File: src/rtl/midi_clocked_step_sequencer_unit_defines.svh
// Assertion macros for the step sequencer unit.
// Expects clk_i and rst_ni in the scope of the module that uses them.
`ifndef MIDI_CLOCKED_STEP_SEQUENCER_UNIT_DEFINES_SVH
`define MIDI_CLOCKED_STEP_SEQUENCER_UNIT_DEFINES_SVH

// same-cycle implication
`define MSQ_ASSERT_IMP(label, ante, cons, msg) \
  label: assert property (@(posedge clk_i) disable iff (!rst_ni) (ante) |-> (cons)) \
    else $error(msg);

// next-cycle implication
`define MSQ_ASSERT_NXT(label, ante, cons, msg) \
  label: assert property (@(posedge clk_i) disable iff (!rst_ni) (ante) |=> (cons)) \
    else $error(msg);

`endif

File: src/rtl/msq_pkg.sv
// Shared types, constants and helpers of the step sequencer unit.
// No dependencies.
`default_nettype none
package msq_pkg;

  localparam int PATTERNS_DEF = 64;
  localparam int STEPS_DEF    = 64;
  localparam int VOICES_DEF   = 4;
  localparam int TRACKS_DEF   = 4;

  localparam int MAX_RESULTS = 32;
  localparam int CNT_W       = $clog2(MAX_RESULTS + 1);

  localparam int CFG_IW = 2;
  localparam int CFG_DW = 32;
  localparam logic [CFG_IW-1:0] CFG_LOOP = 2'd0;
  localparam logic [CFG_IW-1:0] CFG_CHAN = 2'd1;
  localparam logic [CFG_IW-1:0] CFG_VOFF = 2'd2;

  localparam logic [6:0]  LOOP_RESET = 7'd16;
  localparam logic [15:0] CHAN_RESET = 16'h2108;
  localparam logic [31:0] VOFF_RESET = 32'h7070_7070;

  localparam logic [7:0] TIE_MARK     = 8'hFE;
  localparam logic [7:0] NO_NOTE      = 8'hFF;
  localparam logic [7:0] STAT_OFF     = 8'h80;
  localparam logic [7:0] STAT_ON      = 8'h90;
  localparam logic [7:0] VOFF_NEUTRAL = 8'h70;
  localparam logic [6:0] VEL_MAX      = 7'h7F;
  localparam logic [6:0] VEL_RESET    = 7'd80;

  typedef enum logic [2:0] {
    OP_CLOCK, OP_START, OP_CONT, OP_STOP, OP_NOTE, OP_VEL, OP_LEN, OP_QUEUE
  } op_e;

  typedef struct packed {
    logic [7:0] status;
    logic [6:0] note;
    logic [6:0] vel;
  } msg_t;

  typedef struct packed {
    logic row_re;
    logic row_we;
    logic len_re;
    logic len_we;
  } mem_ctl_t;

  typedef struct packed {
    logic emit;
    logic flush;
  } emit_ctl_t;

  function automatic logic [6:0] velo_adj(input logic [6:0] v, input logic [7:0] off);
    logic [8:0] r;
    logic [7:0] d;
    r = 9'd1;
    d = 8'd0;
    if (off > VOFF_NEUTRAL) begin
      r = {2'b00, v} + {1'b0, off - VOFF_NEUTRAL};
    end else begin
      d = VOFF_NEUTRAL - off;
      if (d < {1'b0, v}) begin
        r = {1'b0, {1'b0, v} - d};
      end
    end
    velo_adj = (r > {2'b00, VEL_MAX}) ? VEL_MAX : r[6:0];
  endfunction

endpackage
`default_nettype wire

File: src/rtl/msq_emit.sv
// Result staging: holds the newest message until the next one or the end of the item,
// so the final one can be marked, and drives the output register. Depends on msq_pkg.
`default_nettype none
`include "midi_clocked_step_sequencer_unit_defines.svh"
module msq_emit (
  input  wire                     clk_i,
  input  wire                     rst_ni,
  input  wire msq_pkg::emit_ctl_t ctl_i,
  input  wire msq_pkg::msg_t      msg_i,
  output logic                    en_o,
  output logic                    m_tvalid_o,
  input  wire                     m_tready_i,
  output msq_pkg::msg_t           m_msg_o,
  output logic                    m_tlast_o
);

  logic                      hv_q, hv_d;
  msq_pkg::msg_t             hmsg_q, hmsg_d;
  logic [msq_pkg::CNT_W-1:0] cnt_q, cnt_d;
  logic                      ov_q, ov_d;
  msq_pkg::msg_t             omsg_q, omsg_d;
  logic                      olast_q, olast_d;
  logic                      room;

  assign en_o       = !ov_q || m_tready_i;
  assign m_tvalid_o = ov_q;
  assign m_msg_o    = omsg_q;
  assign m_tlast_o  = olast_q;
  assign room       = cnt_q < msq_pkg::CNT_W'(msq_pkg::MAX_RESULTS);

  always_comb begin
    hv_d    = hv_q;
    hmsg_d  = hmsg_q;
    cnt_d   = cnt_q;
    ov_d    = ov_q && !m_tready_i;
    omsg_d  = omsg_q;
    olast_d = olast_q;
    if (ctl_i.emit && room) begin
      if (hv_q) begin
        ov_d    = 1'b1;
        omsg_d  = hmsg_q;
        olast_d = 1'b0;
      end
      hv_d   = 1'b1;
      hmsg_d = msg_i;
      cnt_d  = cnt_q + msq_pkg::CNT_W'(1);
    end else if (ctl_i.flush) begin
      if (hv_q) begin
        ov_d    = 1'b1;
        omsg_d  = hmsg_q;
        olast_d = 1'b1;
      end
      hv_d  = 1'b0;
      cnt_d = '0;
    end
  end

  always_ff @(posedge clk_i or negedge rst_ni) begin
    if (!rst_ni) begin
      hv_q  <= 1'b0;
      cnt_q <= '0;
      ov_q  <= 1'b0;
    end else begin
      hv_q  <= hv_d;
      cnt_q <= cnt_d;
      ov_q  <= ov_d;
    end
  end

  always_ff @(posedge clk_i) begin
    hmsg_q  <= hmsg_d;
    omsg_q  <= omsg_d;
    olast_q <= olast_d;
  end

  `MSQ_ASSERT_IMP(a_emit_flush_apart, ctl_i.emit, !ctl_i.flush, "emit and flush together")
  `MSQ_ASSERT_IMP(a_act_when_free, ctl_i.emit || ctl_i.flush, en_o, "push while output blocked")
  `MSQ_ASSERT_NXT(a_flush_marks_last, ctl_i.flush && hv_q, m_tvalid_o && m_tlast_o,
                  "held message not released as last")
  `MSQ_ASSERT_NXT(a_emit_pushes_held, ctl_i.emit && hv_q && room, m_tvalid_o && !m_tlast_o,
                  "held message not released on new emit")

endmodule
`default_nettype wire

File: config.mk
export PLATFORM = sky130hd
export DESIGN_NAME = msq_emit
export DESIGN_NICKNAME = d
export VERILOG_FILES = /design/src/rtl/msq_pkg.sv /design/src/rtl/msq_emit.sv
export VERILOG_INCLUDE_DIRS = /design/src /design/src/rtl
export SDC_FILE = /design/constraint.sdc
export NUM_CORES = 1
export LEC_CHECK = 0
export BUFFER_PORTS_ARGS = -buffer_cell sky130_fd_sc_hd__buf_4
export CELL_PAD_IN_SITES_DETAIL_PLACEMENT = 1
export CELL_PAD_IN_SITES_GLOBAL_PLACEMENT = 1
export CORE_AREA = 2 2 64 81
export CTS_BUF_LIST = sky130_fd_sc_hd__clkbuf_8
export DETAILED_ROUTE_END_ITERATION = 16
export DIE_AREA = 0 0 66 83
export PLACE_DENSITY = 0.78
export SKIP_LAST_GASP = 1
export SYNTH_ARGS = -nofsm -noshare
export SYNTH_HDL_FRONTEND = slang
export SYNTH_SLANG_ARGS = --single-unit
File: constraint.sdc
create_clock -name clk_i -period 2.5 [get_ports clk_i]
set_input_delay 0.75 -clock clk_i [delete_from_list [all_inputs] [get_ports clk_i]]
set_output_delay 0.75 -clock clk_i [all_outputs]
set_load 0.01 [all_outputs]
# Word-level counts from Yosys, hierarchy flattened
# Index checks and enable logic that the tools add are counted.
# classes
add_sub_neg	1
order_cmp	1
muxes	14
n_reduce_logical	7
# ops
operator	n
two-way mux 22 bit	3
two-way mux 6 bit	2
two-way mux 1 bit	9
adder 6 x 1 -> 6 bit (second input constant)	1
< comparator 6 bit (second input constant)	1
logical AND 1 bit	2
logical NOT 1 bit	2
AND reduction 2 bit	1
nonzero test 2 bit	1
logical OR 1 bit	1
# totals
register_bits	53
inputBits	27
out_inout_bits	25
elab_cells	33

# Longest topological paths before layout
# depth
depth_word	5
mapped_depth	5
mapped_depth_nobuf	4

# Worst setup path before layout
# Ideal clock, no wire load.
# synth_timing
path_kind	input-to-reg
start	input ctl_i[1] (netlist name)
end	register omsg_q (netlist bit m_msg_o[0]), enable pin
setup_time_ns	0.403
arrival_time_ns	2.214
t_required_ns	2.097
setup_slack_ns	-0.117
path_stages	5
n_path_buf	1
path_cell_list	nand2b_4 -> buf_6 -> inv_4 -> nor2_1 -> nor2_1
# synth_via
elab_chain_len	2
# synth_lines
item	line	source
from (decl)	msq_emit.sv:8	input wire msq_pkg::emit_ctl_t ctl_i,
logical AND 1 bit	msq_emit.sv:38	if (ctl_i.emit && room) begin
nonzero test 2 bit (no line)	--	
to (signal assigned)	msq_emit.sv:72	omsg_q <= omsg_d;
to (decl)	msq_emit.sv:21	msq_pkg::msg_t omsg_q, omsg_d;
# No other way between the ends.
# A chain may end at the register's enable or synchronous reset.

# Final worst setup path
# layout_timing
start	input m_tready_i
end	output en_o
# layout_via
elab_chain_len	1
# layout_lines
item	line	source
from (decl)	msq_emit.sv:12	input wire m_tready_i,
logical OR 1 bit	msq_emit.sv:25	assign en_o = !ov_q || m_tready_i;
to (decl)	msq_emit.sv:10	output logic en_o,
# No other way between the ends.

==> qor.log <==
qor: status.status complete, no violations
qor: global_route.grt_first_pass_wirelength 5.11 mm
qor: route.drt-wirelength-per-cell 16.0 µm
qor: sta.worst_slew_margin_rel 0.775
qor: sta.rsz_0062_raised_after_global_routing no
qor: synthesis.synthCells 82
qor: cts.hold_buffers 0
qor: cts.clock_sink_count 53
qor: cts.cts_htree_levels 2
qor: run.max_cap_violations 0
qor: sta.timing.final.max_slew_violations 0
qor: setup_path.worstSetupStartpointType primary input
qor: setup_path.timing.critical_path.to_type output port
qor: global_route.grt.busiest_layer met2
qor: global_route.gr-total-overflow 0
qor: placed_design.routabilityCongestion 0.691
qor: power.ir_drop 0.228 mV
qor: route.vias 937
qor: floorplan.boundaryPins 52
qor: cts.clock_tree.buffer_depth 2
qor: floorplan.initial_utilization 0.375
qor: cts.cts_inserted_buffers 5
qor: synthesis.ys_ff_latch 53
qor: cells_and_area.flow.area_growth_from_synthesis 31.1%
qor: synthesis.yosysUniqueCellTypes 22
qor: global_route.gr-usage-met3 0.0434
qor: cts.cts_post_setup_buffers_inserted 0
qor: route.routed_wl 3.22 mm
qor: route.dr.pass1.iters 4
qor: global_route.initial_antenna_violation_count 0
qor: sta.worst_hold_slack 0.257 ns
qor: synthesis.synthesis.area 1760 µm²
qor: synthesis.synthesis.yosys.warnings 0
qor: sta.post-route-period-util 0.762
qor: setup_path.critPathRequiredTime 1.75 ns
qor: setup_path.worstPathMaxFanout 2
qor: floorplan.die_width 66 µm
qor: synthesis.post_synth.cell_area_avg 21.5 µm²
qor: cts.path_clk_slew 0.08 ns
qor: sta.fin_crit 1.90 ns
qor: cells_and_area.post_route_cells_drive_above_1_share 0.447
qor: cts.tritoncts done
qor: cts.clkLatencyLatePin 0.30 ns
qor: synthesis.net_count_synth 110
qor: global_route.gr-usage-all-layers 0.130
qor: sta.max_clock_freq 0.525 GHz
qor: hold_path.timing.hold.worst.class in2async
qor: route.route.detailed.vias_per_inst 4.66
qor: route.drt_iter0_drc 54
qor: global_route.grt_pass1_vias 1055
qor: placed_design.io_buffers 51
qor: floorplan.chip_height 83 µm
qor: floorplan.std_cell_rows 28
qor: setup_path.critical_path_arrival 1.15 ns
qor: cts.postCtsResizedCells 0
qor: setup_path.criticalPathCategory in2out
qor: sta.worstMarginPinSlew 0.337 ns
qor: route.post-route-drc-count 0
qor: power.cellLeakagePower 0.936 nW
qor: cts.clk_root_buffer_cell sky130_fd_sc_hd__clkbuf_8
qor: power.cellPowerDensity 729 nW/µm²
qor: floorplan.placeableCoreArea 4690 µm²
qor: sta.setup_skew_after_layout 0.00467 ns
qor: floorplan.floorplan.die_area 5480 µm²
qor: placed_design.dp_hpwl 2.42 mm
qor: synthesis.synth-seq-area-share 0.882
qor: cells_and_area.nets 168
qor: route.detail-route-antenna-nets 0
qor: sta.final_setup_fails 0
qor: cells_and_area.num_antenna_cells 0
qor: global_route.globalRouteMet2Util 0.244
qor: global_route.grt_start_max_net_pins 30
qor: setup_path.r2r.worst_path.cells 5
qor: sta.setup-tns-final 0 ns
qor: sta.finalHoldViolCount 0
qor: global_route.met1_usage 0.117
sequential cells by signal, summed over array words and instances, names as in the netlist:
| signal | flops |
|---|---|
| hv_q | 1 |
| m_msg_o | 22 |
| cnt_q | 6 |
| m_tvalid_o | 1 |
| hmsg_q | 22 |
| m_tlast_o | 1 |
through the flow:
step / total power, mW / area, µm² / utilization / instances / setup slack (ns)
2_1_floorplan: 1.15 / 1760 / - / 82 / 0.255
3_3_place_gp: 1.24 / 2220 / 0.472 / 193 / 0.465
3_5_place_dp: 1.25 / 2220 / 0.472 / 193 / 0.384
4_1_cts: 1.71 / 2310 / 0.491 / 201 / 0.585
5_1_grt: 1.75 / 2310 / 0.491 / 201 / 0.577
6_report: 1.68 / 2310 / 0.491 / 201 / 0.596
layout by cell type (no fill, tap or decap), drive strengths merged:
master   n
mux2i    2
nor2     2
nand2b   3
and3     1
nand3b   1
a41oi    1
edfxtp  45
clkbuf   6
buf     52
nand3    3
nand2    4
ha       1
o21ai    2
a31oi    1
dfrtp    8
nor3     1
o22ai    1
mux2     1
inv      5
a211o    1
report_power, final:
part / leakage (nW) / switching, mW / internal, mW
clock: 0.0538 / 0.236 / 0.217
sequential: 0.541 / 0.0326 / 1.03
combinational: 0.340 / 0.0765 / 0.0858
critical path, cell delays in order:
cell                       delay, ns
sky130_fd_sc_hd__buf_4          0.10
sky130_fd_sc_hd__nand2b_1       0.15
sky130_fd_sc_hd__buf_4          0.15
synth_stat cells, drive strengths merged:
master | number | share of area
o22ai | 1 | 0.0036
ha | 1 | 0.0071
a31oi | 1 | 0.0036
nor3 | 1 | 0.0028
inv | 3 | 0.0078
dfrtp | 8 | 0.11
nand2 | 4 | 0.0085
mux2i | 2 | 0.018
nand3b | 1 | 0.0043
nand3 | 3 | 0.0085
a41oi | 1 | 0.0050
o21ai | 2 | 0.0057
mux2 | 1 | 0.0085
edfxtp | 45 | 0.77
a211o | 1 | 0.0050
nor2 | 2 | 0.0043
buf | 1 | 0.0064
nand2b | 3 | 0.015
and3 | 1 | 0.0036
final timing paths:
path                                 start           to  slack, ns
max in group asynchronous           rst_ni     cnt_q[5]       2.11
worst max-delay path            m_tready_i         en_o       0.60
worst min-delay path                rst_ni     cnt_q[2]       0.26
min in group clk_i              hmsg_q[16]  m_msg_o[16]       0.42
worst min register to register  hmsg_q[16]  m_msg_o[16]       0.42
worst max register to register    cnt_q[5]   m_msg_o[7]       0.79
per-layer routing:
metal | share of wire | routed length, µm
met5 | 0 | 0
met4 | 0.033 | 107
met3 | 0.071 | 229
met2 | 0.58 | 1870
met1 | 0.32 | 1020
layout make-up:
cell class	instances	area (µm²)
clock buffers	6	82.6
clock inverters	2	7.51
fillers	474	2390
inverters	3	13.8
multi-input cells	25	185
flip-flops and latches	53	1550
well taps	60	75.1
repair buffers	52	390
kinds of logic after synthesis:
kind of cell	count (synthesis)	synth area share
AO/OA/AOI/OAI	6	0.0228
AND/OR/NAND/NOR	15	0.0469
adder cells (fa/ha/maj)	1	0.00711
buffers and inverters	4	0.0142
multiplexers	3	0.0270
flip-flops	53	0.882
(Power assumes the default switching activity.)
