==> src/rtl/midi_clocked_step_sequencer_unit_defines.svh <==
// Assertion macros for the step sequencer unit.
// Expects clk_i and rst_ni in the scope of the module that uses them.
`ifndef MIDI_CLOCKED_STEP_SEQUENCER_UNIT_DEFINES_SVH
`define MIDI_CLOCKED_STEP_SEQUENCER_UNIT_DEFINES_SVH

// same-cycle implication
`define MSQ_ASSERT_IMP(label, ante, cons, msg) \
  label: assert property (@(posedge clk_i) disable iff (!rst_ni) (ante) |-> (cons)) \
    else $error(msg);

// next-cycle implication
`define MSQ_ASSERT_NXT(label, ante, cons, msg) \
  label: assert property (@(posedge clk_i) disable iff (!rst_ni) (ante) |=> (cons)) \
    else $error(msg);

`endif

==> src/rtl/msq_pkg.sv <==
// Shared types, constants and helpers of the step sequencer unit.
// No dependencies.
`default_nettype none
package msq_pkg;

  localparam int PATTERNS_DEF = 64;
  localparam int STEPS_DEF    = 64;
  localparam int VOICES_DEF   = 4;
  localparam int TRACKS_DEF   = 4;

  localparam int MAX_RESULTS = 32;
  localparam int CNT_W       = $clog2(MAX_RESULTS + 1);

  localparam int CFG_IW = 2;
  localparam int CFG_DW = 32;
  localparam logic [CFG_IW-1:0] CFG_LOOP = 2'd0;
  localparam logic [CFG_IW-1:0] CFG_CHAN = 2'd1;
  localparam logic [CFG_IW-1:0] CFG_VOFF = 2'd2;

  localparam logic [6:0]  LOOP_RESET = 7'd16;
  localparam logic [15:0] CHAN_RESET = 16'h2108;
  localparam logic [31:0] VOFF_RESET = 32'h7070_7070;

  localparam logic [7:0] TIE_MARK     = 8'hFE;
  localparam logic [7:0] NO_NOTE      = 8'hFF;
  localparam logic [7:0] STAT_OFF     = 8'h80;
  localparam logic [7:0] STAT_ON      = 8'h90;
  localparam logic [7:0] VOFF_NEUTRAL = 8'h70;
  localparam logic [6:0] VEL_MAX      = 7'h7F;
  localparam logic [6:0] VEL_RESET    = 7'd80;

  typedef enum logic [2:0] {
    OP_CLOCK, OP_START, OP_CONT, OP_STOP, OP_NOTE, OP_VEL, OP_LEN, OP_QUEUE
  } op_e;

  typedef struct packed {
    logic [7:0] status;
    logic [6:0] note;
    logic [6:0] vel;
  } msg_t;

  typedef struct packed {
    logic row_re;
    logic row_we;
    logic len_re;
    logic len_we;
  } mem_ctl_t;

  typedef struct packed {
    logic emit;
    logic flush;
  } emit_ctl_t;

  function automatic logic [6:0] velo_adj(input logic [6:0] v, input logic [7:0] off);
    logic [8:0] r;
    logic [7:0] d;
    r = 9'd1;
    d = 8'd0;
    if (off > VOFF_NEUTRAL) begin
      r = {2'b00, v} + {1'b0, off - VOFF_NEUTRAL};
    end else begin
      d = VOFF_NEUTRAL - off;
      if (d < {1'b0, v}) begin
        r = {1'b0, {1'b0, v} - d};
      end
    end
    velo_adj = (r > {2'b00, VEL_MAX}) ? VEL_MAX : r[6:0];
  endfunction

endpackage
`default_nettype wire

==> src/rtl/msq_ctrl.sv <==
// Sequencer control: op decode, tick/master/track state, note-off and note-on walks
// over the pattern memories, memory clearing pass. Depends on msq_pkg.
`default_nettype none
module msq_ctrl #(
  parameter int PATTERNS = msq_pkg::PATTERNS_DEF,
  parameter int STEPS    = msq_pkg::STEPS_DEF,
  parameter int VOICES   = msq_pkg::VOICES_DEF,
  parameter int TRACKS   = msq_pkg::TRACKS_DEF,
  localparam int ROWS = PATTERNS * STEPS,
  localparam int AW   = $clog2(ROWS),
  localparam int PW   = $clog2(PATTERNS),
  localparam int SW   = $clog2(STEPS),
  localparam int LW   = $clog2(STEPS + 1),
  localparam int RW   = VOICES * 8 + 7
) (
  input  wire                          clk_i,
  input  wire                          rst_ni,
  input  wire                          in_valid_i,
  output logic                         in_ready_o,
  input  wire [2:0]                    op_i,
  input  wire [5:0]                    pat_i,
  input  wire [5:0]                    stp_i,
  input  wire [1:0]                    voi_i,
  input  wire [1:0]                    trk_i,
  input  wire [7:0]                    dat_i,
  input  wire                          cfg_we_i,
  input  wire [msq_pkg::CFG_IW-1:0]    cfg_idx_i,
  input  wire [msq_pkg::CFG_DW-1:0]    cfg_data_i,
  input  wire                          en_i,
  output msq_pkg::emit_ctl_t           emit_o,
  output msq_pkg::msg_t                msg_o,
  output msq_pkg::mem_ctl_t            mem_o,
  output logic [AW-1:0]                row_addr_o,
  output logic [RW-1:0]                row_wdata_o,
  input  wire [RW-1:0]                 row_rdata_i,
  output logic [PW-1:0]                len_addr_o,
  output logic [LW-1:0]                len_wdata_o,
  input  wire [LW-1:0]                 len_rdata_i
);

  localparam int TW = (TRACKS > 1) ? $clog2(TRACKS) : 1;
  localparam int VW = (VOICES > 1) ? $clog2(VOICES) : 1;
  localparam logic [2:0] TICK_OFF  = 3'd5;
  localparam logic [2:0] TICK_STEP = 3'd6;

  typedef enum logic [3:0] {
    ST_CLEAR, ST_IDLE, ST_WR_RD, ST_WR, ST_OFF_RD, ST_OFF_LEN, ST_OFF_ROW, ST_OFFS,
    ST_STEP, ST_SW, ST_PL_RD, ST_PL_LEN, ST_PL_ROW, ST_ONS, ST_DONE
  } st_e;

  typedef enum logic [1:0] {PH_OFF, PH_SWAP, PH_STOP} ph_e;

  function automatic logic [AW-1:0] row_of(input int p, input int s);
    row_of = AW'(p * STEPS + s);
  endfunction

  function automatic logic [LW-1:0] len_init(input int i);
    int l;
    l = (i == 0 || i == 2) ? 64 : ((i == 3) ? 12 : 16);
    if (l > STEPS) begin
      l = STEPS;
    end
    len_init = LW'(l);
  endfunction

  st_e st_q, st_d;
  ph_e ph_q;

  logic [6:0]  mll_q;
  logic [15:0] tc_q;
  logic [31:0] vo_q;

  logic [AW-1:0] clr_q;
  logic [TW-1:0] t_q;
  logic [VW-1:0] v_q;
  logic          adv_q;
  logic [2:0]    tick_q;
  logic          run_q;
  logic [6:0]    mst_q;

  logic [PW-1:0] tpat_q  [TRACKS];
  logic [SW-1:0] tstep_q [TRACKS];
  logic          trst_q  [TRACKS];
  logic          qv_q    [TRACKS];
  logic [PW-1:0] qp_q    [TRACKS];
  logic          snv_q   [TRACKS][VOICES];
  logic [6:0]    snn_q   [TRACKS][VOICES];

  msq_pkg::op_e op_q;
  logic [5:0]   pat_q, stp_q;
  logic [1:0]   voi_q;
  logic [7:0]   dat_q;

  logic          fire;
  msq_pkg::op_e  op_in;
  logic          pat_ok, stp_ok, voi_ok, trk_ok;
  logic [2:0]    tick_n;
  logic [6:0]    mst_n;
  logic          t_last, v_last;
  logic [TW-1:0] t_next;
  logic [1:0]    t2;
  logic [3:0]    chan;
  logic [7:0]    voff;
  logic [SW:0]   step_inc;
  logic [SW-1:0] nxt_step, pl_step;
  logic [7:0]    v0_note, cur_note;
  logic [6:0]    row_vel, vel_clamp;
  logic [LW-1:0] len_clamp;
  logic          v0_tie;

  assign op_in      = msq_pkg::op_e'(op_i);
  assign in_ready_o = (st_q == ST_IDLE) && en_i;
  assign fire       = in_valid_i && in_ready_o;
  assign pat_ok     = 32'(pat_i) < PATTERNS;
  assign stp_ok     = 32'(stp_i) < STEPS;
  assign voi_ok     = 32'(voi_i) < VOICES;
  assign trk_ok     = 32'(trk_i) < TRACKS;
  assign tick_n     = tick_q + 3'd1;
  assign mst_n      = mst_q + 7'd1;
  assign t_last     = t_q == TW'(TRACKS - 1);
  assign v_last     = v_q == VW'(VOICES - 1);
  assign t_next     = t_last ? '0 : t_q + TW'(1);
  assign t2         = 2'(t_q);
  assign chan       = tc_q[4*t2 +: 4];
  assign voff       = vo_q[8*t2 +: 8];
  assign step_inc   = {1'b0, tstep_q[t_q]} + (SW+1)'(1);
  assign nxt_step   = (32'(step_inc) >= 32'(len_rdata_i)) ? '0 : step_inc[SW-1:0];
  assign pl_step    = !adv_q ? tstep_q[t_q] : (trst_q[t_q] ? '0 : nxt_step);
  assign v0_note    = row_rdata_i[7:0];
  assign v0_tie     = v0_note == msq_pkg::TIE_MARK;
  assign cur_note   = row_rdata_i[8*v_q +: 8];
  assign row_vel    = row_rdata_i[RW-1 -: 7];
  assign vel_clamp  = (dat_q == 8'd0) ? 7'd1 :
                      ((dat_q > {1'b0, msq_pkg::VEL_MAX}) ? msq_pkg::VEL_MAX : dat_q[6:0]);
  assign len_clamp  = (dat_i == 8'd0) ? LW'(1) :
                      ((32'(dat_i) > STEPS) ? LW'(STEPS) : LW'(dat_i));

  // configuration registers
  always_ff @(posedge clk_i or negedge rst_ni) begin
    if (!rst_ni) begin
      mll_q <= msq_pkg::LOOP_RESET;
      tc_q  <= msq_pkg::CHAN_RESET;
      vo_q  <= msq_pkg::VOFF_RESET;
    end else if (cfg_we_i) begin
      unique case (cfg_idx_i)
        msq_pkg::CFG_LOOP: mll_q <= cfg_data_i[6:0];
        msq_pkg::CFG_CHAN: tc_q  <= cfg_data_i[15:0];
        msq_pkg::CFG_VOFF: vo_q  <= cfg_data_i;
        default: ;
      endcase
    end
  end

  // next state
  always_comb begin
    st_d = st_q;
    if (en_i) begin
      unique case (st_q)
        ST_CLEAR: if (clr_q == AW'(ROWS - 1)) st_d = ST_IDLE;
        ST_IDLE: begin
          if (fire) begin
            case (op_in)
              msq_pkg::OP_CLOCK: begin
                if (run_q && tick_n == TICK_OFF) st_d = ST_OFF_RD;
                else if (run_q && tick_n == TICK_STEP) st_d = ST_STEP;
              end
              msq_pkg::OP_START: st_d = ST_PL_RD;
              msq_pkg::OP_CONT: if (tick_n == TICK_STEP) st_d = ST_STEP;
              msq_pkg::OP_STOP: st_d = ST_OFFS;
              msq_pkg::OP_NOTE: if (pat_ok && stp_ok && voi_ok) st_d = ST_WR_RD;
              msq_pkg::OP_VEL: if (pat_ok && stp_ok) st_d = ST_WR_RD;
              default: ;
            endcase
          end
        end
        ST_WR_RD:   st_d = ST_WR;
        ST_WR:      st_d = ST_IDLE;
        ST_OFF_RD:  st_d = ST_OFF_LEN;
        ST_OFF_LEN: st_d = ST_OFF_ROW;
        ST_OFF_ROW: begin
          if (!v0_tie) st_d = ST_OFFS;
          else if (t_last) st_d = ST_DONE;
          else st_d = ST_OFF_RD;
        end
        ST_OFFS: begin
          if (v_last) begin
            unique case (ph_q)
              PH_OFF:  st_d = t_last ? ST_DONE : ST_OFF_RD;
              PH_SWAP: st_d = t_last ? ST_PL_RD : ST_SW;
              PH_STOP: st_d = t_last ? ST_DONE : ST_OFFS;
              default: st_d = ST_DONE;
            endcase
          end
        end
        ST_STEP: st_d = (mst_n == mll_q) ? ST_SW : ST_PL_RD;
        ST_SW: begin
          if (qv_q[t_q]) st_d = ST_OFFS;
          else if (t_last) st_d = ST_PL_RD;
        end
        ST_PL_RD:  st_d = ST_PL_LEN;
        ST_PL_LEN: st_d = ST_PL_ROW;
        ST_PL_ROW: begin
          if (!v0_tie) st_d = ST_ONS;
          else if (t_last) st_d = ST_DONE;
          else st_d = ST_PL_RD;
        end
        ST_ONS: if (v_last) st_d = t_last ? ST_DONE : ST_PL_RD;
        ST_DONE: st_d = ST_IDLE;
        default: st_d = ST_IDLE;
      endcase
    end
  end

  // outputs
  always_comb begin
    mem_o       = '0;
    emit_o      = '0;
    msg_o       = '0;
    row_addr_o  = row_of(int'(tpat_q[t_q]), int'(pl_step));
    row_wdata_o = row_rdata_i;
    len_addr_o  = tpat_q[t_q];
    len_wdata_o = len_clamp;
    if (en_i) begin
      unique case (st_q)
        ST_CLEAR: begin
          mem_o.row_we = 1'b1;
          row_addr_o   = clr_q;
          row_wdata_o  = {msq_pkg::VEL_RESET, {VOICES{msq_pkg::NO_NOTE}}};
          mem_o.len_we = 32'(clr_q) < PATTERNS;
          len_addr_o   = PW'(clr_q);
          len_wdata_o  = len_init(int'(clr_q));
        end
        ST_IDLE: begin
          mem_o.len_we = fire && op_in == msq_pkg::OP_LEN && pat_ok;
          len_addr_o   = PW'(pat_i);
        end
        ST_WR_RD: begin
          mem_o.row_re = 1'b1;
          row_addr_o   = row_of(int'(pat_q), int'(stp_q));
        end
        ST_WR: begin
          mem_o.row_we = 1'b1;
          row_addr_o   = row_of(int'(pat_q), int'(stp_q));
          if (op_q == msq_pkg::OP_NOTE) row_wdata_o[8*voi_q +: 8] = dat_q;
          else row_wdata_o[RW-1 -: 7] = vel_clamp;
        end
        ST_OFF_RD, ST_PL_RD: mem_o.len_re = 1'b1;
        ST_OFF_LEN: begin
          mem_o.row_re = 1'b1;
          row_addr_o   = row_of(int'(tpat_q[t_q]), int'(nxt_step));
        end
        ST_PL_LEN: mem_o.row_re = 1'b1;
        ST_OFFS: begin
          emit_o.emit  = snv_q[t_q][v_q];
          msg_o.status = msq_pkg::STAT_OFF | {4'h0, chan};
          msg_o.note   = snn_q[t_q][v_q];
          msg_o.vel    = 7'd0;
        end
        ST_ONS: begin
          emit_o.emit  = !cur_note[7];
          msg_o.status = msq_pkg::STAT_ON | {4'h0, chan};
          msg_o.note   = cur_note[6:0];
          msg_o.vel    = msq_pkg::velo_adj(row_vel, voff);
        end
        ST_DONE: emit_o.flush = 1'b1;
        default: ;
      endcase
    end
  end

  always_ff @(posedge clk_i or negedge rst_ni) begin
    if (!rst_ni) begin
      st_q <= ST_CLEAR;
    end else begin
      st_q <= st_d;
    end
  end

  // control state
  always_ff @(posedge clk_i or negedge rst_ni) begin
    if (!rst_ni) begin
      ph_q   <= PH_OFF;
      clr_q  <= '0;
      t_q    <= '0;
      v_q    <= '0;
      adv_q  <= 1'b0;
      tick_q <= '0;
      run_q  <= 1'b0;
      mst_q  <= '0;
      for (int i = 0; i < TRACKS; i++) begin
        tpat_q[i]  <= PW'(i % PATTERNS);
        tstep_q[i] <= '0;
        trst_q[i]  <= 1'b0;
        qv_q[i]    <= 1'b0;
        for (int j = 0; j < VOICES; j++) begin
          snv_q[i][j] <= 1'b0;
        end
      end
    end else if (en_i) begin
      unique case (st_q)
        ST_CLEAR: clr_q <= clr_q + AW'(1);
        ST_IDLE: begin
          if (fire) begin
            t_q <= '0;
            v_q <= '0;
            case (op_in)
              msq_pkg::OP_CLOCK: begin
                if (run_q) begin
                  tick_q <= (tick_n == TICK_STEP) ? '0 : tick_n;
                  adv_q  <= 1'b1;
                  ph_q   <= PH_OFF;
                end
              end
              msq_pkg::OP_START: begin
                tick_q <= '0;
                run_q  <= 1'b1;
                mst_q  <= '0;
                adv_q  <= 1'b0;
                for (int i = 0; i < TRACKS; i++) begin
                  tstep_q[i] <= '0;
                  trst_q[i]  <= 1'b0;
                end
              end
              msq_pkg::OP_CONT: begin
                run_q  <= 1'b1;
                tick_q <= (tick_n == TICK_STEP) ? '0 : tick_n;
                adv_q  <= 1'b1;
              end
              msq_pkg::OP_STOP: begin
                run_q <= 1'b0;
                ph_q  <= PH_STOP;
              end
              msq_pkg::OP_QUEUE: if (trk_ok && pat_ok) qv_q[TW'(trk_i)] <= 1'b1;
              default: ;
            endcase
          end
        end
        ST_OFF_ROW, ST_PL_ROW: begin
          if (v0_tie) t_q <= t_next;
          else v_q <= '0;
        end
        ST_OFFS, ST_ONS: begin
          if (st_q == ST_ONS && !cur_note[7]) snv_q[t_q][v_q] <= 1'b1;
          v_q <= v_last ? '0 : v_q + VW'(1);
          if (v_last) t_q <= t_next;
        end
        ST_STEP: begin
          mst_q <= (mst_n == mll_q) ? '0 : mst_n;
          ph_q  <= PH_SWAP;
          t_q   <= '0;
        end
        ST_SW: begin
          if (qv_q[t_q]) begin
            tpat_q[t_q] <= qp_q[t_q];
            trst_q[t_q] <= 1'b1;
            qv_q[t_q]   <= 1'b0;
            v_q         <= '0;
          end else begin
            t_q <= t_next;
          end
        end
        ST_PL_LEN: begin
          if (adv_q) begin
            tstep_q[t_q] <= pl_step;
            trst_q[t_q]  <= 1'b0;
          end
        end
        default: ;
      endcase
    end
  end

  // payload
  always_ff @(posedge clk_i) begin
    if (en_i) begin
      if (fire) begin
        op_q  <= op_in;
        pat_q <= pat_i;
        stp_q <= stp_i;
        voi_q <= voi_i;
        dat_q <= dat_i;
        if (op_in == msq_pkg::OP_QUEUE && trk_ok && pat_ok) qp_q[TW'(trk_i)] <= PW'(pat_i);
      end
      if (st_q == ST_ONS && !cur_note[7]) snn_q[t_q][v_q] <= cur_note[6:0];
    end
  end

endmodule
`default_nettype wire

==> config.mk <==
export PLATFORM = sky130hd
export DESIGN_NAME = msq_ctrl
export DESIGN_NICKNAME = d
export VERILOG_FILES = /design/src/rtl/midi_clocked_step_sequencer_unit_defines.svh /design/src/rtl/msq_pkg.sv /design/src/rtl/msq_ctrl.sv
export SDC_FILE = /design/constraint.sdc
export NUM_CORES = 1
export LEC_CHECK = 0
export BUFFER_PORTS_ARGS = -buffer_cell sky130_fd_sc_hd__buf_2
export CORE_MARGIN = 4
export CORE_UTILIZATION = 45
export DETAILED_ROUTE_END_ITERATION = 8
export GPL_TIMING_DRIVEN = 0
export PLACE_DENSITY = 0.66
export SYNTH_ARGS = -nofsm -noshare
export SYNTH_HDL_FRONTEND = slang
export SYNTH_SLANG_ARGS = --single-unit
export TNS_END_PERCENT = 20
==> constraint.sdc <==
create_clock -name clk_i -period 11 [get_ports clk_i]
set_clock_uncertainty 0.2 [all_clocks]
set_input_delay 2.2 -clock clk_i [delete_from_list [all_inputs] [get_ports clk_i]]
set_output_delay 2.2 -clock clk_i [all_outputs]
set_load 0.005 [all_outputs]
# Yosys cells after proc, flatten, opt, wreduce, memory -nomap -nowiden
# Memories as Yosys holds them, arrays and structs flattened.
# Index checks and enable logic that the tools add are counted.
# W data, S select, Z words.
totals:
  register_bits: 186
  mem_bits_rw: 136
  memories: 2
mem_list:
  columns: ["memory", "words", "word_bits", "read_ports", "rd_ports_with_merged_regs", "wr", "line", "rtl"]
  rows:
  - ["snn_q", 4, 28, 1, 0, 1, "msq_ctrl.sv:87", "logic [6:0] snn_q [TRACKS][VOICES];"]
  - ["qp_q", 4, 6, 1, 0, 1, "msq_ctrl.sv:85", "logic [PW-1:0] qp_q [TRACKS];"]
classes:
  magnitude_cmp: 14
  n_mux: 134
  addsub: 14
  eq_ne: 54
  n_reduce_logical: 51
  bitwise_logic: 9
  shifts: 5
ops:
  columns: ["operator", "count"]
  rows:
  - ["$mux W7", 16]
  - ["$mux W4", 23]
  - ["$pmux W39 S2", 1]
  - ["$mux W24", 3]
  - ["$mux W6", 9]
  - ["$pmux W4 S13", 1]
  - ["$bwmux W24", 2]
  - ["$pmux W24 S2", 1]
  - ["$pmux W22 S2", 1]
  - ["$bwmux W39", 1]
  - ["$mux W39", 1]
  - ["$shift A8 B34 Y39 const A", 1]
  - ["$shiftx A39 B6 Y8", 1]
  - ["$shiftx A8 B34 Y39", 1]
  - ["$add A12 B6 Y12", 3]
  - ["$pmux W12 S3", 1]
  - ["$neg A5 Y34", 1]
  - ["$mux W32", 1]
  - ["$shiftx A32 B6 Y8", 1]
  - ["$eq A4 B4 Y1 const B", 7]
  - ["$mux W28", 1]
  - ["$mux W9", 3]
  - ["$mux W2", 13]
  - ["$reduce_and A5 Y1", 5]
  - ["85 further kinds", 183]

# Logic depth before layout (Yosys ltp)
# Gate-level depths: netlist of run 1.
depth:
  word_depth: 12
  ltp_mapped: 16
  depth_no_buf: 14

# Worst setup path before layout of run 1
# OpenSTA, ideal clock, no wires.
synth_path:
  path_type: "input port to output port"
  start: "input port row_rdata_i[32]"
  end: "output port msg_o[0] (netlist bit)"
  arrival_time_ns: 3.908
  required_time_ns: 8.600
  path_slack_ns: 4.692
  n_path_buf: 0
  cell_stages: 8
  cell_sequence: "ha_1 > fa_1 > a211oi_1 > o21bai_1 > a211oi_1 > mux2i_1 > o211ai_2 > o21ai_1"
synth_rtl:
  columns: ["item", "line", "rtl"]
  rows:
  - ["from (decl)", "msq_ctrl.sv:35", "input wire [RW-1:0] row_rdata_i,"]
  - ["to (decl)", "msq_ctrl.sv:31", "output msq_pkg::msg_t msg_o,"]

# Worst setup path in the final report of run 1
layout_path:
  start: "register t_q[1], in the netlist t2[1]"
  end: "output port row_addr_o[0]"
layout_between:
  elab_chain_len: 12
layout_rtl:
  columns: ["item", "line", "rtl"]
  rows:
  - ["from (decl)", "msq_ctrl.sv:74", "logic [TW-1:0] t_q;"]
  - ["from (signal assigned)", "msq_ctrl.sv:339", "if (v0_tie) t_q <= t_next;"]
  - ["from (signal assigned)", "msq_ctrl.sv:345", "if (v_last) t_q <= t_next;"]
  - ["from (signal assigned)", "msq_ctrl.sv:359", "t_q <= t_next;"]
  - ["$not A2 Y3 (implied by the code) (*)", "msq_ctrl.sv:126, msq_ctrl.sv:128", null]
  - ["$bmux W6 S2", "msq_ctrl.sv:126, msq_ctrl.sv:128", null]
  - ["$mux W6 (implied by the code) (2 in a row)", "msq_ctrl.sv:126, msq_ctrl.sv:128", null]
  - ["$add A6 B1 Y7", "msq_ctrl.sv:126", "assign step_inc = {1'b0, tstep_q[t_q]} + (SW+1)'(1);"]
  - ["$ge A7 B7 Y1", "msq_ctrl.sv:127", "assign nxt_step = (32'(step_inc) >= 32'(len_rdata_i)) ? '0 : step_inc[SW-1:0];"]
  - ["$mux W6", "msq_ctrl.sv:127", null]
  - ["$mux W6 (2 in a row)", "msq_ctrl.sv:128", "assign pl_step = !adv_q ? tstep_q[t_q] : (trst_q[t_q] ? '0 : nxt_step);"]
  - ["$add A12 B6 Y12", "msq_ctrl.sv:54", "row_of = AW'(p * STEPS + s);"]
  - ["$pmux W12 S3", "msq_ctrl.sv:224", "unique case (st_q)"]
  - ["$mux W12 (*)", "msq_ctrl.sv:223", "if (en_i) begin"]
  - ["to (decl)", "msq_ctrl.sv:33", "output logic [AW-1:0] row_addr_o,"]
# Every way passes the cells marked *; elsewhere a longest branch is shown, timed or not. The select of a mux whose other input is x is not followed.

==> results of run 1 <==
## worst max-delay path, stage by stage (launching register included)
cell and delay, ns:
dfrtp_1 0.45, buf_2 0.37, buf_2 0.39, mux4_2 0.38
ha_1 0.22, nand3_1 0.12, or2_2 0.33, nand2_1 0.10
ha_1 0.25, a21oi_1 0.13, o21ai_0 0.17, a2111oi_0 1.14
nand2_1 0.26, o21ai_0 0.24, mux2_2 0.18, buf_2 0.13
## cell type report
type,count,area (um2)
inverter,42,158
tap,468,586
fill,3160,17100
clock inverter,12,126
timing repair buffer,203,1050
buffer,65,307
antenna,1,2.50
sequential,322,8890
clock buffer,53,1060
multi-input combinational,918,7520
## layer usage
layer | GRT usage [%] | vias to the layer above | share of wire, %
li1 | - | 5669 | -
met1 | 34.2 | 6365 | 44
met2 | 38.3 | 586 | 47
met3 | 4.37 | 76 | 7.5
met4 | 5.57 | 4 | 2.1
met5 | 0 | - | 0.052
## flip-flops by register name, indices dropped and copies added (netlist names), 3 cells and up
signal and flops:
tick_q 3, mst_q 7, dat_q 8, snv_q 16
trst_q 4, clr_q 12, tc_q 16, qp_q 24
tstep_q 24, tpat_q 24, pat_q 6, vo_q 32
mll_q 7, st_q 4, stp_q 6, op_q 3
snn_q 112, qv_q 4
## path summary, 6_finish.rpt
| kind | cells past startpoint | slack [ns] | to |
|---|---|---|---|
| min reg2reg | 1 | 0.26 | snv_q[8] |
| max | 15 | 3.22 | row_addr_o[0] |
| max reg2reg | 12 | 6.77 | tstep_q[8] |
| min in group asynchronous | 1 | 1.48 | tpat_q[20] |
| max in group asynchronous | 2 | 8.25 | mll_q[4] |
| min | 1 | 0.26 | snv_q[8] |
## cell usage after synthesis, types with 13 or more instances
master	number	area (um2)
nor3_1	28	140
dfstp_2	20	526
clkbuf_1	34	128
a21oi_1	47	235
and2_1	13	81.3
o21ai_0	55	275
o21ai_1	15	75.1
and3_1	35	219
a22o_1	17	149
mux2_2	83	935
buf_2	16	80.1
nor2_1	57	214
nand2_1	122	458
or2_2	19	119
a31oi_1	17	106
a22oi_1	14	105
nand4_1	17	106
a221o_1	15	150
xnor2_1	25	219
inv_1	38	143
dfrtp_1	141	3530
edfxtp_1	161	4830
mux4_2	72	1620
ha_1	46	576
nand3_1	33	165
## power by group through the flow
stage	Combinational [mW]	Clock, mW	Sequential, mW
global route	1.95	1.27	1.56
CTS	1.78	1.21	1.54
finish	1.79	1.19	1.55
floorplan	1.23	0	1.53
detailed placement	1.77	0	1.57
global placement	1.75	0	1.56
## per-stage QoR
stage / setup WS, ns / utilization [%]
5_1_grt: 3.10 / 53.5
2_1_floorplan: 4.69 / -
3_5_place_dp: 3.50 / 50.3
4_1_cts: 3.34 / 53.5
3_3_place_gp: 3.52 / 50.2
6_report: 3.22 / 53.5
## cells by family after synthesis
group	share of synthesized area [%]
mux	15.7
other cells	0.0222
fa+ha+maj	3.65
xor+xnor	1.92
compound gates	11.8
flops	52.7
buf+inv	2.75
simple gates	11.5
==> flow_summary.html, run 1 <==
<table>
<tr><th>Metric</th><th>Value</th></tr>
<tr><th colspan="2">Timing</th></tr>
<tr><td>Final-report hold violation count</td><td>0</td></tr>
<tr><td>Time the final worst path needs with I/O delays and setup</td><td>7.78 ns</td></tr>
<tr><td>Worst Max-Slew Pin Slew</td><td>1.31 ns</td></tr>
<tr><td>Number of pins exceeding their max-slew limit in the final report</td><td>0</td></tr>
<tr><td>Final worst path period share</td><td>between 70% and 80%</td></tr>
<tr><td>Slew margin rel.</td><td>between 10% and 20%</td></tr>
<tr><td>Number of setup violations in the final report</td><td>0</td></tr>
<tr><td>Fmax</td><td>129 MHz</td></tr>
<tr><td>Worst-case hold slack</td><td>between 0.2 and 0.3 ns</td></tr>
<tr><td>Unrepaired setup endpoints after global routing</td><td>false</td></tr>
<tr><td>Total negative slack for setup checks</td><td>0 ns</td></tr>
<tr><th colspan="2">Clock tree</th></tr>
<tr><td>Post-CTS Setup Bufs</td><td>0</td></tr>
<tr><td>Clock H-tree levels</td><td>2</td></tr>
<tr><td>CTS max path bufs</td><td>3</td></tr>
<tr><td>Insertion delay of the later-clocked pin in the worst-skew pair</td><td>a little over 0.5 ns</td></tr>
<tr><td>Cell chosen for the clock root</td><td>clkbuf_16</td></tr>
<tr><td>Resized cells post-CTS</td><td>0</td></tr>
<tr><td># hold bufs at CTS</td><td>0</td></tr>
<tr><td>Clock buffer count from CTS</td><td>36</td></tr>
<tr><td>TritonCTS clock tree</td><td>built</td></tr>
<tr><td>Clock transition at the registers of the reported paths</td><td>about 0.060 ns</td></tr>
<tr><td>Count of clock tree sinks</td><td>approximately 320</td></tr>
<tr><th colspan="2">Route</th></tr>
<tr><td>Routed vias</td><td>~13000</td></tr>
<tr><td>Vias per inst</td><td>6.09</td></tr>
<tr><td>Detailed-router iteration count before antenna repair</td><td>6</td></tr>
<tr><td>Final wirelength</td><td>roughly 50000 um</td></tr>
<tr><td>Count of nets left with antenna violations after detail routing</td><td>0</td></tr>
<tr><td>DRC marker count from the first detailed-route iteration</td><td>1132</td></tr>
<tr><td>DRC violations left</td><td>0</td></tr>
<tr><td>Wire per inst</td><td>23.9 um</td></tr>
<tr><th colspan="2">Die</th></tr>
<tr><td>Number of top-level design ports</td><td>205</td></tr>
<tr><td>DIE AREA</td><td>40600 um2</td></tr>
<tr><td>Die span in y</td><td>approximately 200 um</td></tr>
<tr><td>Area of the core region</td><td>36800 um2</td></tr>
<tr><td>Cell Rows</td><td>70</td></tr>
<tr><td>Initial Util</td><td>between 40% and 50%</td></tr>
<tr><td>Die outline width</td><td>about 200 um</td></tr>
<tr><th colspan="2">Yosys</th></tr>
<tr><td>Count of state elements after synthesis</td><td>322</td></tr>
<tr><td>Number of different library cells in the post-synthesis netlist</td><td>90</td></tr>
<tr><td>Syn Std Cell Area</td><td>16900 um2</td></tr>
<tr><td>Post-Syn Instances</td><td>1346</td></tr>
<tr><td>Post-synthesis sequential area ratio</td><td>roughly 53%</td></tr>
<tr><td>Most common flop cell mapped by yosys</td><td>edfxtp_1</td></tr>
<tr><td>Yosys synthesis warning count</td><td>0</td></tr>
<tr><td>Async SR Flop Fraction</td><td>50.0%</td></tr>
<tr><td>Number of synthesized flops with an enable pin</td><td>about 160</td></tr>
<tr><td>Mean cell area of the mapped netlist</td><td>~13 um2</td></tr>
<tr><th colspan="2">Min path</th></tr>
<tr><td>Type of the tightest min-delay check</td><td>flop to flop</td></tr>
<tr><td>Worst Min Path Start</td><td>snv_q[8]</td></tr>
<tr><th colspan="2">Worst setup path</th></tr>
<tr><td>First element of the critical path</td><td>t2[1]</td></tr>
<tr><td>Data required time at the worst endpoint</td><td>between 8 and 9 ns</td></tr>
<tr><td>Kind of start point of the critical path</td><td>flop</td></tr>
<tr><td>Type of element capturing the critical path</td><td>output pin</td></tr>
<tr><td>Type of the setup path with the least slack</td><td>flop to output pin</td></tr>
<tr><td>Endpoint arrival time on the critical path</td><td>between 5 and 6 ns</td></tr>
<tr><td>Largest fanout on the critical path</td><td>10</td></tr>
<tr><td>Worst reg2reg path startpoint</td><td>t2[1]</td></tr>
<tr><th colspan="2">Power</th></tr>
<tr><td>Sequential Power Share</td><td>between 30 and 40%</td></tr>
<tr><td>Power per Cell Area</td><td>between 200 and 250 nW/um2</td></tr>
<tr><td>Psw</td><td>1.64 mW</td></tr>
<tr><td>Combinational cell fraction of total power</td><td>between 30% and 40%</td></tr>
<tr><td>Internal Power</td><td>~2.9 mW</td></tr>
<tr><td>Leakage power summed over all cells</td><td>around 8.1 nW</td></tr>
<tr><td>Sw Ratio</td><td>approximately 36%</td></tr>
<tr><td>Clock network fraction of design power</td><td>between 20% and 30%</td></tr>
<tr><td>Total power after layout</td><td>roughly 4.5 mW</td></tr>
<tr><td>Maximum resistive drop on vdd</td><td>between 0.1 and 0.15 mV</td></tr>
<tr><th colspan="2">Placement</th></tr>
<tr><td>Cell Area, Placed</td><td>approximately 19000 um2</td></tr>
<tr><td>Final Wtd Congestion</td><td>0.957</td></tr>
<tr><td>DPL Wire Length</td><td>between 30000 and 40000 um</td></tr>
<tr><td>Number of buffers added on ports</td><td>slightly above 200</td></tr>
<tr><td>Cell total after placement</td><td>2018</td></tr>
<tr><th colspan="2">GRT</th></tr>
<tr><td>Antenna violations before repair</td><td>3</td></tr>
<tr><td>Via count of the first global-routing pass</td><td>~13000</td></tr>
<tr><td>Total congestion overflow after global routing</td><td>0</td></tr>
<tr><td>Total GRT Usage</td><td>a little under a quarter</td></tr>
<tr><td>Pin count of the biggest net entering global routing</td><td>83</td></tr>
<tr><td>Global-route wire length before repair</td><td>approximately 76000 um</td></tr>
<tr><th colspan="2">Finish</th></tr>
<tr><td>Most common cell after layout, fill and taps aside</td><td>buf_2</td></tr>
<tr><td>Layout cells sized above 1</td><td>between 30% and 40%</td></tr>
<tr><td>Layout Nets</td><td>between 1500 and 2000</td></tr>
<tr><td>Synthesis-to-finish area growth</td><td>16.8%</td></tr>
<tr><td>Most frequent cells in the layout</td><td>buf_2 (217), edfxtp_1 (161), dfrtp_1 (141)</td></tr>
<tr><td>Final non-filler cell total</td><td>about 2100</td></tr>
<tr><td>Post-Layout Inst Area</td><td>~20000 um2</td></tr>
<tr><th colspan="2">Outcome</th></tr>
<tr><td>Run status</td><td>completed</td></tr>
<tr><th colspan="2">Run</th></tr>
<tr><td>Number of max-capacitance violations reported</td><td>0</td></tr>
</table>
Power figures use the tool's default switching activity.
==> inputs of run 2 (changes only) <==
--- a/config.mk
+++ b/config.mk
@@ -5,12 +5,13 @@
 export SDC_FILE = /design/constraint.sdc
 export NUM_CORES = 1
 export LEC_CHECK = 0
+export ABC_AREA = 1
 export BUFFER_PORTS_ARGS = -buffer_cell sky130_fd_sc_hd__buf_2
 export CORE_MARGIN = 4
 export CORE_UTILIZATION = 45
 export DETAILED_ROUTE_END_ITERATION = 8
 export GPL_TIMING_DRIVEN = 0
-export PLACE_DENSITY = 0.66
+export PLACE_DENSITY = 0.69
 export SYNTH_ARGS = -nofsm -noshare
 export SYNTH_HDL_FRONTEND = slang
 export SYNTH_SLANG_ARGS = --single-unit
==> constraint.sdc (replaced) <==
create_clock -name clk_i -period 6.5 [get_ports clk_i]
set_clock_uncertainty 0.2 [all_clocks]
set_input_delay 1.3 -clock clk_i [delete_from_list [all_inputs] [get_ports clk_i]]
set_output_delay 1.3 -clock clk_i [all_outputs]
set_load 0.005 [all_outputs]
==> run 2 against run 1 <==
Net effect:
- register-to-register slack worse by 4.7 ns
- largest power group unchanged
- non-clock buffer count is 18 higher
- cell count is 34% higher
- via count is 25% higher
- die area is 3.6% higher
- first-iteration DRC count is 20% higher
- total power is 99% higher
- largest cell class unchanged
- critical path type unchanged
- sequential share of layout area is 1.6 points lower
==> flow_summary.html, run 2 <==
<table>
<tr><th>Metric</th><th>Value</th></tr>
<tr><th colspan="2">Outcome</th></tr>
<tr><td>Run status</td><td>completed</td></tr>
<tr><th colspan="2">Min path</th></tr>
<tr><td>Type of the tightest min-delay check</td><td>flop to flop</td></tr>
<tr><td>Cell count of the worst hold path</td><td>2</td></tr>
<tr><td>Hold worst-path end</td><td>snv_q[6]</td></tr>
<tr><td>Worst Min Path Start</td><td>snv_q[6]</td></tr>
<tr><th colspan="2">Timing</th></tr>
<tr><td>Final-report hold violation count</td><td>0</td></tr>
<tr><td>Number of pins exceeding their max-slew limit in the final report</td><td>0</td></tr>
<tr><td>Worst-case hold slack</td><td>roughly 0.26 ns</td></tr>
<tr><td>Slew margin rel.</td><td>7.58%</td></tr>
<tr><td>Worst Max-Slew Pin Slew</td><td>1.39 ns</td></tr>
<tr><td>Fmax</td><td>about 170 MHz</td></tr>
<tr><td>Final worst path period share</td><td>between 90 and 100%</td></tr>
<tr><td>Number of setup violations in the final report</td><td>0</td></tr>
<tr><td>Time the final worst path needs with I/O delays and setup</td><td>~5.9 ns</td></tr>
<tr><td>Total negative slack for setup checks</td><td>0 ns</td></tr>
<tr><td>Unrepaired setup endpoints after global routing</td><td>false</td></tr>
<tr><th colspan="2">Finish</th></tr>
<tr><td>Most common cell after layout, fill and taps aside</td><td>nand2_1</td></tr>
<tr><td>Number of flip-flops in the largest register</td><td>between 100 and 150</td></tr>
<tr><td>Most frequent cells in the layout</td><td>nand2_1 (403), o21ai_0 (256), buf_2 (216)</td></tr>
<tr><td>Synthesis-to-finish area growth</td><td>16.7%</td></tr>
<tr><td>Diodes inserted</td><td>0</td></tr>
<tr><td>Top flop regs</td><td>snn_q: 112 flops, vo_q: 32 flops</td></tr>
<tr><td>Layout Nets</td><td>2418</td></tr>
<tr><td>Final Core Density</td><td>around 54%</td></tr>
<tr><td>Layout cells sized above 1</td><td>approximately 17%</td></tr>
<tr><td>Register Area</td><td>between 8000 and 9000 um2</td></tr>
<tr><td>Post-Layout Inst Area</td><td>roughly 20000 um2</td></tr>
<tr><td>Fill cells</td><td>between 3000 and 4000</td></tr>
<tr><td>Top reg by flops</td><td>snn_q</td></tr>
<tr><td>Area of the multi-input gates</td><td>around 7500 um2</td></tr>
<tr><th colspan="2">Placement</th></tr>
<tr><td>DPL Wire Length</td><td>about 42000 um</td></tr>
<tr><td>Cell Area, Placed</td><td>around 19000 um2</td></tr>
<tr><td>Number of buffers added on ports</td><td>200</td></tr>
<tr><td>Final Wtd Congestion</td><td>0.991</td></tr>
<tr><th colspan="2">GRT</th></tr>
<tr><td>Total GRT Usage</td><td>about a quarter</td></tr>
<tr><td>Antenna violations before repair</td><td>2</td></tr>
<tr><td>Total congestion overflow after global routing</td><td>0</td></tr>
<tr><td>Global-route wire length before repair</td><td>approximately 86000 um</td></tr>
<tr><td>Pin count of the biggest net entering global routing</td><td>121</td></tr>
<tr><td>Via count of the first global-routing pass</td><td>~15000</td></tr>
<tr><th colspan="2">Clock tree</th></tr>
<tr><td># hold bufs at CTS</td><td>0</td></tr>
<tr><td>Clock buffer count from CTS</td><td>37</td></tr>
<tr><td>Insertion delay of the later-clocked pin in the worst-skew pair</td><td>0.54 ns</td></tr>
<tr><td>Count of clock tree sinks</td><td>322</td></tr>
<tr><td>Post-CTS Setup Bufs</td><td>0</td></tr>
<tr><td>TritonCTS clock tree</td><td>built</td></tr>
<tr><td>Cell chosen for the clock root</td><td>clkbuf_16</td></tr>
<tr><td>CTS max path bufs</td><td>3</td></tr>
<tr><td>Clock H-tree levels</td><td>2</td></tr>
<tr><td>Clock transition at the registers of the reported paths</td><td>0.06 ns</td></tr>
<tr><td>Resized cells post-CTS</td><td>0</td></tr>
<tr><th colspan="2">Route</th></tr>
<tr><td>Final wirelength</td><td>approximately 57000 um</td></tr>
<tr><td>Wire per inst</td><td>20.3 um</td></tr>
<tr><td>Routed vias</td><td>about 16000</td></tr>
<tr><td>Vias per inst</td><td>~5.7</td></tr>
<tr><td>DRC marker count from the first detailed-route iteration</td><td>1359</td></tr>
<tr><td>DRC violations left</td><td>0</td></tr>
<tr><td>Detailed-router iteration count before antenna repair</td><td>5</td></tr>
<tr><td>Count of nets left with antenna violations after detail routing</td><td>0</td></tr>
<tr><th colspan="2">Worst setup path</th></tr>
<tr><td>Setup slack, reg-to-reg</td><td>2.05 ns</td></tr>
<tr><td>Type of element capturing the critical path</td><td>output pin</td></tr>
<tr><td>FF-to-FF End</td><td>snn_q[1][24]</td></tr>
<tr><td>Largest fanout on the critical path</td><td>10</td></tr>
<tr><td>Crit-path max cell delay</td><td>0.44 ns</td></tr>
<tr><td>Critical path's most frequent cell</td><td>nand2_1</td></tr>
<tr><td>Cell chain of the critical path</td><td>inv_1, buf_2, nand2_1, nand3_1, nand2_1, inv_1, ha_1, nand2_1, nor3_1, ha_1, a21oi_1, o21a_1, nand2_1, nor2_1, nand2_1, o22ai_1, nand2_1, o21ai_0, buf_2</td></tr>
<tr><td>Worst reg2reg path startpoint</td><td>t2[1]</td></tr>
<tr><td>Kind of start point of the critical path</td><td>flop</td></tr>
<tr><td>Count of buffer and inverter cells on the critical path</td><td>4</td></tr>
<tr><td>Standard cell with the maximum stage delay on the critical path</td><td>o22ai_1</td></tr>
<tr><td>Data required time at the worst endpoint</td><td>about 5 ns</td></tr>
<tr><td>Cell family with the largest share of critical-path delay</td><td>simple AND/OR/NAND/NOR gates</td></tr>
<tr><td>Number of cell instances on the worst register-to-register path</td><td>8</td></tr>
<tr><td>Type of the setup path with the least slack</td><td>flop to output pin</td></tr>
<tr><td>Endpoint arrival time on the critical path</td><td>4.39 ns</td></tr>
<tr><th colspan="2">Yosys</th></tr>
<tr><td>Top cells by instance count after synthesis</td><td>nand2_1 (403), o21ai_0 (256), nor2_1 (203), inv_1 (185), edfxtp_1 (161)</td></tr>
<tr><td>Post-Syn Instances</td><td>about 2000</td></tr>
<tr><td>Post-synthesis sequential area ratio</td><td>between 50 and 60%</td></tr>
<tr><td>Count of state elements after synthesis</td><td>~320</td></tr>
<tr><td>Top post-synthesis cells by area</td><td>edfxtp_1 (28%), dfrtp_1 (20%), nand2_1 (8.6%), o21ai_0 (7.3%), nor2_1 (4.4%)</td></tr>
<tr><td>Most common flop cell mapped by yosys</td><td>edfxtp_1</td></tr>
<tr><td>Number of different library cells in the post-synthesis netlist</td><td>60</td></tr>
<tr><td>Number of synthesized flops with an enable pin</td><td>between 150 and 200</td></tr>
<tr><td>Async SR Flop Fraction</td><td>50.0%</td></tr>
<tr><td>Mean cell area of the mapped netlist</td><td>approximately 8.7 um2</td></tr>
<tr><td>Yosys top cell area share</td><td>approximately 28%</td></tr>
<tr><td>Most instantiated library cell after synthesis</td><td>nand2_1</td></tr>
<tr><td>Syn Std Cell Area</td><td>between 15000 and 20000 um2</td></tr>
<tr><td>Yosys synthesis warning count</td><td>0</td></tr>
<tr><td>Cell type with the highest aggregate area in the netlist</td><td>edfxtp_1</td></tr>
<tr><th colspan="2">Power</th></tr>
<tr><td>Leakage power summed over all cells</td><td>roughly 9.1 nW</td></tr>
<tr><td>Maximum resistive drop on vdd</td><td>0.193 mV</td></tr>
<tr><td>Total power after layout</td><td>9.01 mW</td></tr>
<tr><td>Power per Cell Area</td><td>around 440 nW/um2</td></tr>
<tr><th colspan="2">Die</th></tr>
<tr><td>Number of top-level design ports</td><td>about 200</td></tr>
<tr><td>Initial Util</td><td>between 40% and 50%</td></tr>
<tr><td>DIE AREA</td><td>42100 um2</td></tr>
<tr><td>Area of the core region</td><td>between 30000 and 40000 um2</td></tr>
<tr><td>Cell Rows</td><td>71</td></tr>
<tr><td>Die span in y</td><td>approximately 210 um</td></tr>
<tr><td>Die outline width</td><td>205 um</td></tr>
<tr><th colspan="2">Run</th></tr>
<tr><td>Number of max-capacitance violations reported</td><td>0</td></tr>
</table>
## run 2: cell types whose count changed in the layout (fill, tap and decap cells not counted), moves of 47 or more
cell / before / now
inv_1: 38 / 185
mux4_2: 72 / 0
nor2_1: 57 / 203
a21oi_1: 47 / 94
mux2_2: 83 / 26
nand3_1: 33 / 117
o21ai_0: 55 / 256
nand2_1: 122 / 403
## run 2: logic make-up (layout without fill, tap and decap cells)
family	Yosys count	count (layout)	share of synthesized area (%)
flip-flops	322	322	50.8
AO/OA/AOI/OAI	479	479	15.6
other	1	2	0.0214
multiplexers	26	26	1.67
buffers and inverters	289	556	6.45
adder cells (fa/ha/maj)	48	48	3.52
AND/OR/NAND/NOR	815	815	20.1
XOR/XNOR	37	37	1.85
## run 2: how the worst max path moves through the flow
stage,start,end,slack [ns],depth (start not counted)
detailed placement,t2[0],row_addr_o[2],1.22,19
finish,t2[0],row_addr_o[2],0.61,19
global placement,t2[0],row_addr_o[2],1.18,19
CTS,t2[0],row_addr_o[2],0.62,19
global route,t2[0],row_addr_o[2],0.17,20
floorplan,row_rdata_i[32],msg_o[0],2.15,11
## run 2: power by group
group          internal (mW)  switching [mW]  total (mW)
clock                   1.28           0.857        2.13
sequential              2.54           0.170        2.71
combinational           1.29            2.87        4.16
## run 2: through the flow
stage               setup slack, ns  instances
finish                        0.609       2796
global route                  0.169       2796
CTS                           0.618       2796
detailed placement             1.22       2730
global placement               1.18       2729
floorplan                      2.15       2018
## run 2: cell type report
class	count	share of cell area, %
Buffer	85	1.76
Clock buffer	45	4.97
Clock inverter	21	1.11
Inverter	204	3.76
Multi-Input combinational cell	1407	36.7
Sequential cell	322	43.5
Tap cell	511	3.13
Timing Repair Buffer	201	5.08
## run 2: routing by layer
metal / vias to the layer above / GRT usage, % / part of all wire [%]
met5: - / 0 / 0.039
met3: 138 / 4.87 / 7.5
met4: 4 / 9.76 / 3.9
li1: 7403 / - / -
met2: 679 / 43.5 / 48
met1: 7601 / 34.8 / 41
## run 2: worst min-delay path, cell delays in order (launching register included)
cell     delay (ns)
dfrtp_1        0.32
inv_1          0.05
o21ai_0        0.06
